File: src/rtl/core/hidkb_pkg.sv
// Shared types, constants and helpers for the HID boot keyboard report builder.
// No dependencies; imported by every module of the block.
package hidkb_pkg;

    localparam int KEY_W             = 8;
    localparam int MOD_W             = 8;
    localparam int MOD_IDX_W         = 3;
    localparam int OUT_SLOTS         = 6;
    localparam int NUM_KEY_SLOTS_DEF = 6;

    localparam logic [KEY_W-1:0] MOD_FIRST = 8'hE0;
    localparam logic [KEY_W-1:0] MOD_END   = 8'hE8;
    localparam logic [KEY_W-1:0] KEY_NONE  = 8'h00;

    typedef enum logic [1:0] {
        FUNC_PRESS       = 2'd0,
        FUNC_RELEASE     = 2'd1,
        FUNC_RELEASE_ALL = 2'd2
    } func_t;

    typedef struct packed {
        func_t            func;
        logic [KEY_W-1:0] key;
    } hidkb_cmd_t;

    function automatic logic is_modifier(input logic [KEY_W-1:0] code);
        return (code >= MOD_FIRST) && (code < MOD_END);
    endfunction

endpackage

File: src/rtl/core/hid_keyboard_report_builder_core.sv
// Top level of the HID boot keyboard report builder: input register, report state.
// Depends on hidkb_pkg and hidkb_slot_update.
//
// Each accepted transaction (press, release or release-all of one usage code) yields one
// report transaction with the updated modifier byte and six key slots, newest first.
// An accepted transaction is first captured in the input register, then the slot
// compare/compact logic writes the report registers, which also drive the output.
// One transaction is accepted per cycle while the report side keeps up;
// the report registers double as the output stage, so a stalled report holds the input
// register, and both stall together.
module hid_keyboard_report_builder_core #(
    parameter int NUM_KEY_SLOTS = hidkb_pkg::NUM_KEY_SLOTS_DEF
) (
    input  logic                        clk,
    input  logic                        rst_n,
    input  logic                        in_valid,
    output logic                        in_ready,
    input  logic [1:0]                  func,
    input  logic [hidkb_pkg::KEY_W-1:0] key,
    output logic                        out_valid,
    input  logic                        out_ready,
    output logic [hidkb_pkg::MOD_W-1:0] modifier_bits,
    output logic [hidkb_pkg::KEY_W-1:0] slot_0,
    output logic [hidkb_pkg::KEY_W-1:0] slot_1,
    output logic [hidkb_pkg::KEY_W-1:0] slot_2,
    output logic [hidkb_pkg::KEY_W-1:0] slot_3,
    output logic [hidkb_pkg::KEY_W-1:0] slot_4,
    output logic [hidkb_pkg::KEY_W-1:0] slot_5
);
    import hidkb_pkg::*;

    logic                                  cmd_valid_reg;
    hidkb_cmd_t                            cmd_reg;
    logic                                  out_valid_reg;
    logic [MOD_W-1:0]                      modifier_reg;
    logic [MOD_W-1:0]                      modifier_next;
    logic [NUM_KEY_SLOTS-1:0][KEY_W-1:0]   slot_reg;
    logic [NUM_KEY_SLOTS-1:0][KEY_W-1:0]   slot_next;
    logic [OUT_SLOTS-1:0][KEY_W-1:0]       slot_out;
    logic [MOD_W-1:0]                      mod_mask;
    logic                                  report_free;
    logic                                  advance;

    assign report_free = !out_valid_reg || out_ready;
    assign advance     = cmd_valid_reg && report_free;
    assign in_ready    = !cmd_valid_reg || report_free;

    // input register
    always_ff @(posedge clk or negedge rst_n)
    begin
        if (!rst_n)
        begin
            cmd_valid_reg <= 1'b0;
        end
        else if (in_ready)
        begin
            cmd_valid_reg <= in_valid;
        end
    end

    always_ff @(posedge clk)
    begin
        if (in_valid && in_ready)
        begin
            cmd_reg.func <= func_t'(func);
            cmd_reg.key  <= key;
        end
    end

    hidkb_slot_update #(
        .NUM_SLOTS (NUM_KEY_SLOTS)
    ) u_slot_update (
        .cmd        (cmd_reg),
        .slots      (slot_reg),
        .slots_next (slot_next)
    );

    assign mod_mask = MOD_W'(1) << MOD_IDX_W'(cmd_reg.key - MOD_FIRST);

    always_comb
    begin
        modifier_next = modifier_reg;
        case (cmd_reg.func)
            FUNC_PRESS:
            begin
                if (is_modifier(cmd_reg.key))
                begin
                    modifier_next = modifier_reg | mod_mask;
                end
            end
            FUNC_RELEASE:
            begin
                if (is_modifier(cmd_reg.key))
                begin
                    modifier_next = modifier_reg & ~mod_mask;
                end
            end
            default:
            begin
                modifier_next = modifier_reg;
            end
        endcase
    end

    // report state, also the output stage
    always_ff @(posedge clk or negedge rst_n)
    begin
        if (!rst_n)
        begin
            out_valid_reg <= 1'b0;
            modifier_reg  <= '0;
            slot_reg      <= '0;
        end
        else
        begin
            if (report_free)
            begin
                out_valid_reg <= cmd_valid_reg;
            end
            if (advance)
            begin
                modifier_reg <= modifier_next;
                slot_reg     <= slot_next;
            end
        end
    end

    for (genvar j = 0; j < OUT_SLOTS; j++)
    begin : g_out
        if (j < NUM_KEY_SLOTS)
        begin : g_used
            assign slot_out[j] = slot_reg[j];
        end
        else
        begin : g_empty
            assign slot_out[j] = '0;
        end
    end

    assign out_valid     = out_valid_reg;
    assign modifier_bits = modifier_reg;
    assign slot_0        = slot_out[0];
    assign slot_1        = slot_out[1];
    assign slot_2        = slot_out[2];
    assign slot_3        = slot_out[3];
    assign slot_4        = slot_out[4];
    assign slot_5        = slot_out[5];

    a_release_all_keeps_mods: assert property (
        @(posedge clk) disable iff (!rst_n)
        advance && (cmd_reg.func == FUNC_RELEASE_ALL)
        |=> (slot_reg[0] == '0) && (modifier_reg == $past(modifier_reg))
    ) else $error("release-all must clear slots and keep modifiers");

    a_press_lands_first: assert property (
        @(posedge clk) disable iff (!rst_n)
        advance && (cmd_reg.func == FUNC_PRESS) && (cmd_reg.key != KEY_NONE)
            && !is_modifier(cmd_reg.key)
        |=> (slot_reg[0] == $past(cmd_reg.key)) && (modifier_reg == $past(modifier_reg))
    ) else $error("pressed key must land in the newest slot");

    a_no_modifier_in_slot: assert property (
        @(posedge clk) disable iff (!rst_n)
        !is_modifier(slot_reg[0])
    ) else $error("modifier code found in a key slot");

    a_state_only_on_advance: assert property (
        @(posedge clk) disable iff (!rst_n)
        !advance |=> $stable(modifier_reg) && $stable(slot_reg)
    ) else $error("report state changed without a transaction");

endmodule

File: src/rtl/core/hidkb_slot_update.sv
// Next-state logic for the key slots: drop matching codes, compact, push newest.
// Depends on hidkb_pkg.
module hidkb_slot_update #(
    parameter int NUM_SLOTS = hidkb_pkg::NUM_KEY_SLOTS_DEF
) (
    input  hidkb_pkg::hidkb_cmd_t                        cmd,
    input  logic [NUM_SLOTS-1:0][hidkb_pkg::KEY_W-1:0]   slots,
    output logic [NUM_SLOTS-1:0][hidkb_pkg::KEY_W-1:0]   slots_next
);
    import hidkb_pkg::*;

    localparam int POS_W = $clog2(NUM_SLOTS + 1);

    logic [NUM_SLOTS-1:0]                keep;
    logic [NUM_SLOTS-1:0][POS_W-1:0]     pos;
    logic [NUM_SLOTS-1:0][KEY_W-1:0]     kept;
    logic [NUM_SLOTS-1:0][KEY_W-1:0]     shifted;
    logic                                is_key;

    assign is_key = (cmd.key != KEY_NONE) && !is_modifier(cmd.key);

    always_comb
    begin
        for (int i = 0; i < NUM_SLOTS; i++)
        begin
            keep[i] = (slots[i] != cmd.key);
        end
        pos[0] = '0;
        for (int i = 1; i < NUM_SLOTS; i++)
        begin
            pos[i] = pos[i-1] + POS_W'(keep[i-1]);
        end
    end

    // compact surviving slots toward slot 0, zero-fill the tail
    always_comb
    begin
        for (int j = 0; j < NUM_SLOTS; j++)
        begin
            kept[j] = '0;
            for (int i = 0; i < NUM_SLOTS; i++)
            begin
                if (keep[i] && (pos[i] == POS_W'(j)))
                begin
                    kept[j] = kept[j] | slots[i];
                end
            end
        end
    end

    always_comb
    begin
        shifted[0] = cmd.key;
        for (int i = 1; i < NUM_SLOTS; i++)
        begin
            shifted[i] = kept[i-1];
        end
    end

    always_comb
    begin
        case (cmd.func)
            FUNC_PRESS:
            begin
                slots_next = is_key ? shifted : slots;
            end
            FUNC_RELEASE:
            begin
                slots_next = (cmd.key != KEY_NONE) ? kept : slots;
            end
            FUNC_RELEASE_ALL:
            begin
                slots_next = '0;
            end
            default:
            begin
                slots_next = slots;
            end
        endcase
    end

endmodule
File: config.mk
export PLATFORM = sky130hd
export DESIGN_NAME = hid_keyboard_report_builder_core
export DESIGN_NICKNAME = d
export VERILOG_FILES = /design/src/rtl/core/hidkb_pkg.sv /design/src/rtl/core/hid_keyboard_report_builder_core.sv /design/src/rtl/core/hidkb_slot_update.sv
export SDC_FILE = /design/constraint.sdc
export NUM_CORES = 1
export LEC_CHECK = 0
export ABC_AREA = 1
export BUFFER_PORTS_ARGS = -buffer_cell sky130_fd_sc_hd__buf_4
export CAP_MARGIN = 20
export CORE_MARGIN = 5
export CORE_UTILIZATION = 60
export CTS_CLUSTER_DIAMETER = 200
export DETAILED_ROUTE_END_ITERATION = 8
export HOLD_SLACK_MARGIN = 0.15
export PLACE_DENSITY = 0.84
export SETUP_SLACK_MARGIN = 0.05
export SLEW_MARGIN = 20
export SYNTH_ARGS = -nofsm -noshare
export SYNTH_HDL_FRONTEND = slang
export SYNTH_SLANG_ARGS = --single-unit
File: constraint.sdc
create_clock -name clk -period 4.69 [get_ports clk]
set_clock_uncertainty 0.15 [all_clocks]
set_input_delay 0.938 -clock clk [delete_from_list [all_inputs] [get_ports clk]]
set_output_delay 0.938 -clock clk [all_outputs]
set_load 0.01 [all_outputs]
==> flow_summary.toml <==
[clocking]
path_clk_slew_ps = 70
postCtsSetupBuffers = 0
cts_root_buf = "clkbuf_8"
htreeDepth = 3
cts_sinks = 68
cts_made_buffers = 9
tritoncts = "built"
cts.hold.buffers_added = 0
clk_path_buf_depth = 2
post_cts_resized = 0
clock_latency_ps = 370

[grt]
overflow = 0
grt_max_degree = 59
grt_pass1_wl_mm = 32.6
grt_pass1_vias = 5960
antenna_found_initial = 0
grtUsageTotal_pct = 35.2

[worst_setup_path]
crit_arrival_ps = 4600
crit_type = "reg2reg"
rr_startpoint = "slot_1[1]"
r2r_cells = 17
critPathCaptureType = "register"
required_ps = 4850
crit_top_cell = "nand2_1"
rrSetupSlack_ps = 240
startpoint_type = "register"
crit_chain = "or2_2 -> a221oi_1 -> and3_1 -> inv_1 -> fa_1 -> ha_1 -> fa_1 -> ha_2 -> xnor2_2 -> inv_2 -> nor3_4 -> nand3_1 -> nand3_2 -> o21ai_1 -> nand2_1 -> nand2_1 -> nand2_1"
rr_endpoint = "slot_2[5]"
cp_slowest_cell = "fa_1"
critPathMaxStageDelay_ps = 570
critPathMaxFanout = 8

[layout]
layout.nets = 1019
fin_area_um2 = 6740
area_delta_synth_final_pct = 11.8
fin_util_pct = 69.0
final_layout_size_suffix_gt1_share_pct = 16.4
n_antenna_cell = 0

[route]
final_antenna_net_count = 0
wire_per_inst_um = 18.5
drc = 0
vias = 6844
via_per_inst = 6.06
totalWireLength_mm = 20.9
dr.first_iter.drc_count = 1002
drt_first_pass_iters = 7

[yosys]
synth_adder_area_share_pct = 2.94
synth_top_area_share_pct = 24.1
synth_top_family_by_area = "simple AND/OR/NAND/NOR gates"
synthDistinctLibCells = 38
synth_compound_area_share_pct = 9.08
yosys_warnings = 0
ys_top_cells_by_area = "dfrtp_1 (24%), nand2_1 (21%), nand3_1 (13%)"
synth_most_common_cell = "nand2_1"
synthTopCellsByCount = "nand2_1 (330), nand3_1 (159), nor2_1 (61), dfrtp_1 (58), inv_1 (51)"
avgSynthCellArea_um2 = 6.40
synth_xor_area_share_pct = 3.46
synth_edf_count = 10
netlist_instances = 943
synth_ff_type = "dfrtp_1"
ys_ff_latch = 68
yosysSeqAreaShare_pct = 29.0
synthArstFlopShare_pct = 85.3
syn-cell-area_um2 = 6030
yosys.area_share.simple_pct = 44.4
synth.area.mux_share_pct = 0
synthesis.nets = 970
synth_top_area_cell = "dfrtp_1"

[placed_design]
hpwl_mm = 14.6
routabilityCongestion = 1.02
post_dp_cell_area_um2 = 6560
portBuffers = 71

[status]
status = "finished, final reports clean"

[pwr]
vdd_drop_max_v = 0.000308
intPower_w = 0.00160
p_comb_share_pct = 46.9
power_density_nw_per_um2 = 460
p_clk_share_pct = 14.9
p_switching_w = 0.00150
leakage_nw = 3.51
swShare_pct = 48.4
p_seq_share_pct = 38.2

[floorplanning]
die_area_um2 = 12200
num_rows = 36
die_x_um = 110
pin_count = 72
core_area_um2 = 9770
initial_core_util_pct = 61.7
die_y_um = 110

[timing]
tightestPinTransition_ps = 996
final_max_slew_viol_count = 0
slew_headroom_pct = 33.5
rsz0062_at_grt = "yes"
finalSetupViolCount = 0
max_freq_ghz = 0.225
post-route-min-period_ps = 4450
setup_tns_ps = 0
fin_crit_sh_pct = 94.8
hold_viol_final = 0

[worst_hold_path]
hp-class = "reg2reg"
holdPathStages = 2

[flow_run]
maxCapViolCount = 0
[cell families after synthesis]
logic type | Yosys count
simple gates | 604
buf+inv | 129
compound gates | 106
flops | 68
xor+xnor | 23
fa+ha+maj | 13
[cell usage in the layout (no fill, tap or decap), types with 4 or more instances in the layout]
master / count
nand3_2: 9
o21ai_0: 24
nand2_1: 330
inv_2: 9
dfrtp_1: 58
ha_1: 10
o21ai_1: 44
nand2_2: 5
edfxtp_1: 10
a21oi_1: 34
buf_4: 107
nor2_1: 61
nor3_1: 6
nand3_1: 159
clkbuf_8: 9
nand4_1: 15
inv_1: 50
or2_2: 4
xnor2_1: 21
nor2_2: 4
[per-stage QoR]
stage	hold WS (ps)	power [W]	worst slack, ps	cells
after floorplan	334	0.00197	579	943
after global placement	318	0.00257	335	1114
after detailed placement	328	0.00259	305	1114
after CTS	346	0.00306	264	1130
after global routing	362	0.00328	42.6	1130
final	337	0.00310	244	1130
[power by group through the flow]
stage | sequential [W] | combinational (W) | clock, W
after floorplan | 0.00102 | 0.000946 | 0
after global placement | 0.00116 | 0.00141 | 0
after detailed placement | 0.00117 | 0.00143 | 0
after CTS | 0.00116 | 0.00143 | 0.000468
after global routing | 0.00120 | 0.00160 | 0.000488
final | 0.00119 | 0.00145 | 0.000463
[routing by layer]
metal	vias to the layer above	part of all wire [%]	GRT usage, %
met3	110	13	6.81
li1	3164	-	-
met2	556	44	53.2
met5	-	0	0
met1	3014	38	48.7
met4	0	5.0	16.4
[critical path, delay by kind of cell (launching register included)]
kind            cells  cell delay [ps]
xor+xnor            1              180
simple gates        8             1440
fa+ha+maj           4             1570
compound gates      2              330
flops               1              490
buf+inv             2              220
[area by class of cell]
| cell class | instances | area (um2) |
|---|---|---|
| Multi-Input combinational cell | 746 | 3620 |
| Fill cell | 886 | 3030 |
| Sequential cell | 68 | 1750 |
| Timing Repair Buffer | 107 | 803 |
| Inverter | 60 | 228 |
| Tap cell | 133 | 166 |
| Clock buffer | 12 | 156 |
| Clock inverter | 4 | 22.5 |
[worst max path at each step]
| stage | from | end |
|---|---|---|
| final | slot_1[1] | slot_2[5] |
| after global placement | slot_1[1] | slot_2[5] |
| after global routing | slot_1[1] | slot_1[5] |
| after CTS | slot_1[1] | slot_2[6] |
| after floorplan | cmd_reg[1] | slot_3[0] |
| after detailed placement | slot_1[1] | slot_2[2] |
No activity file was read; power rests on OpenSTA's default activity.
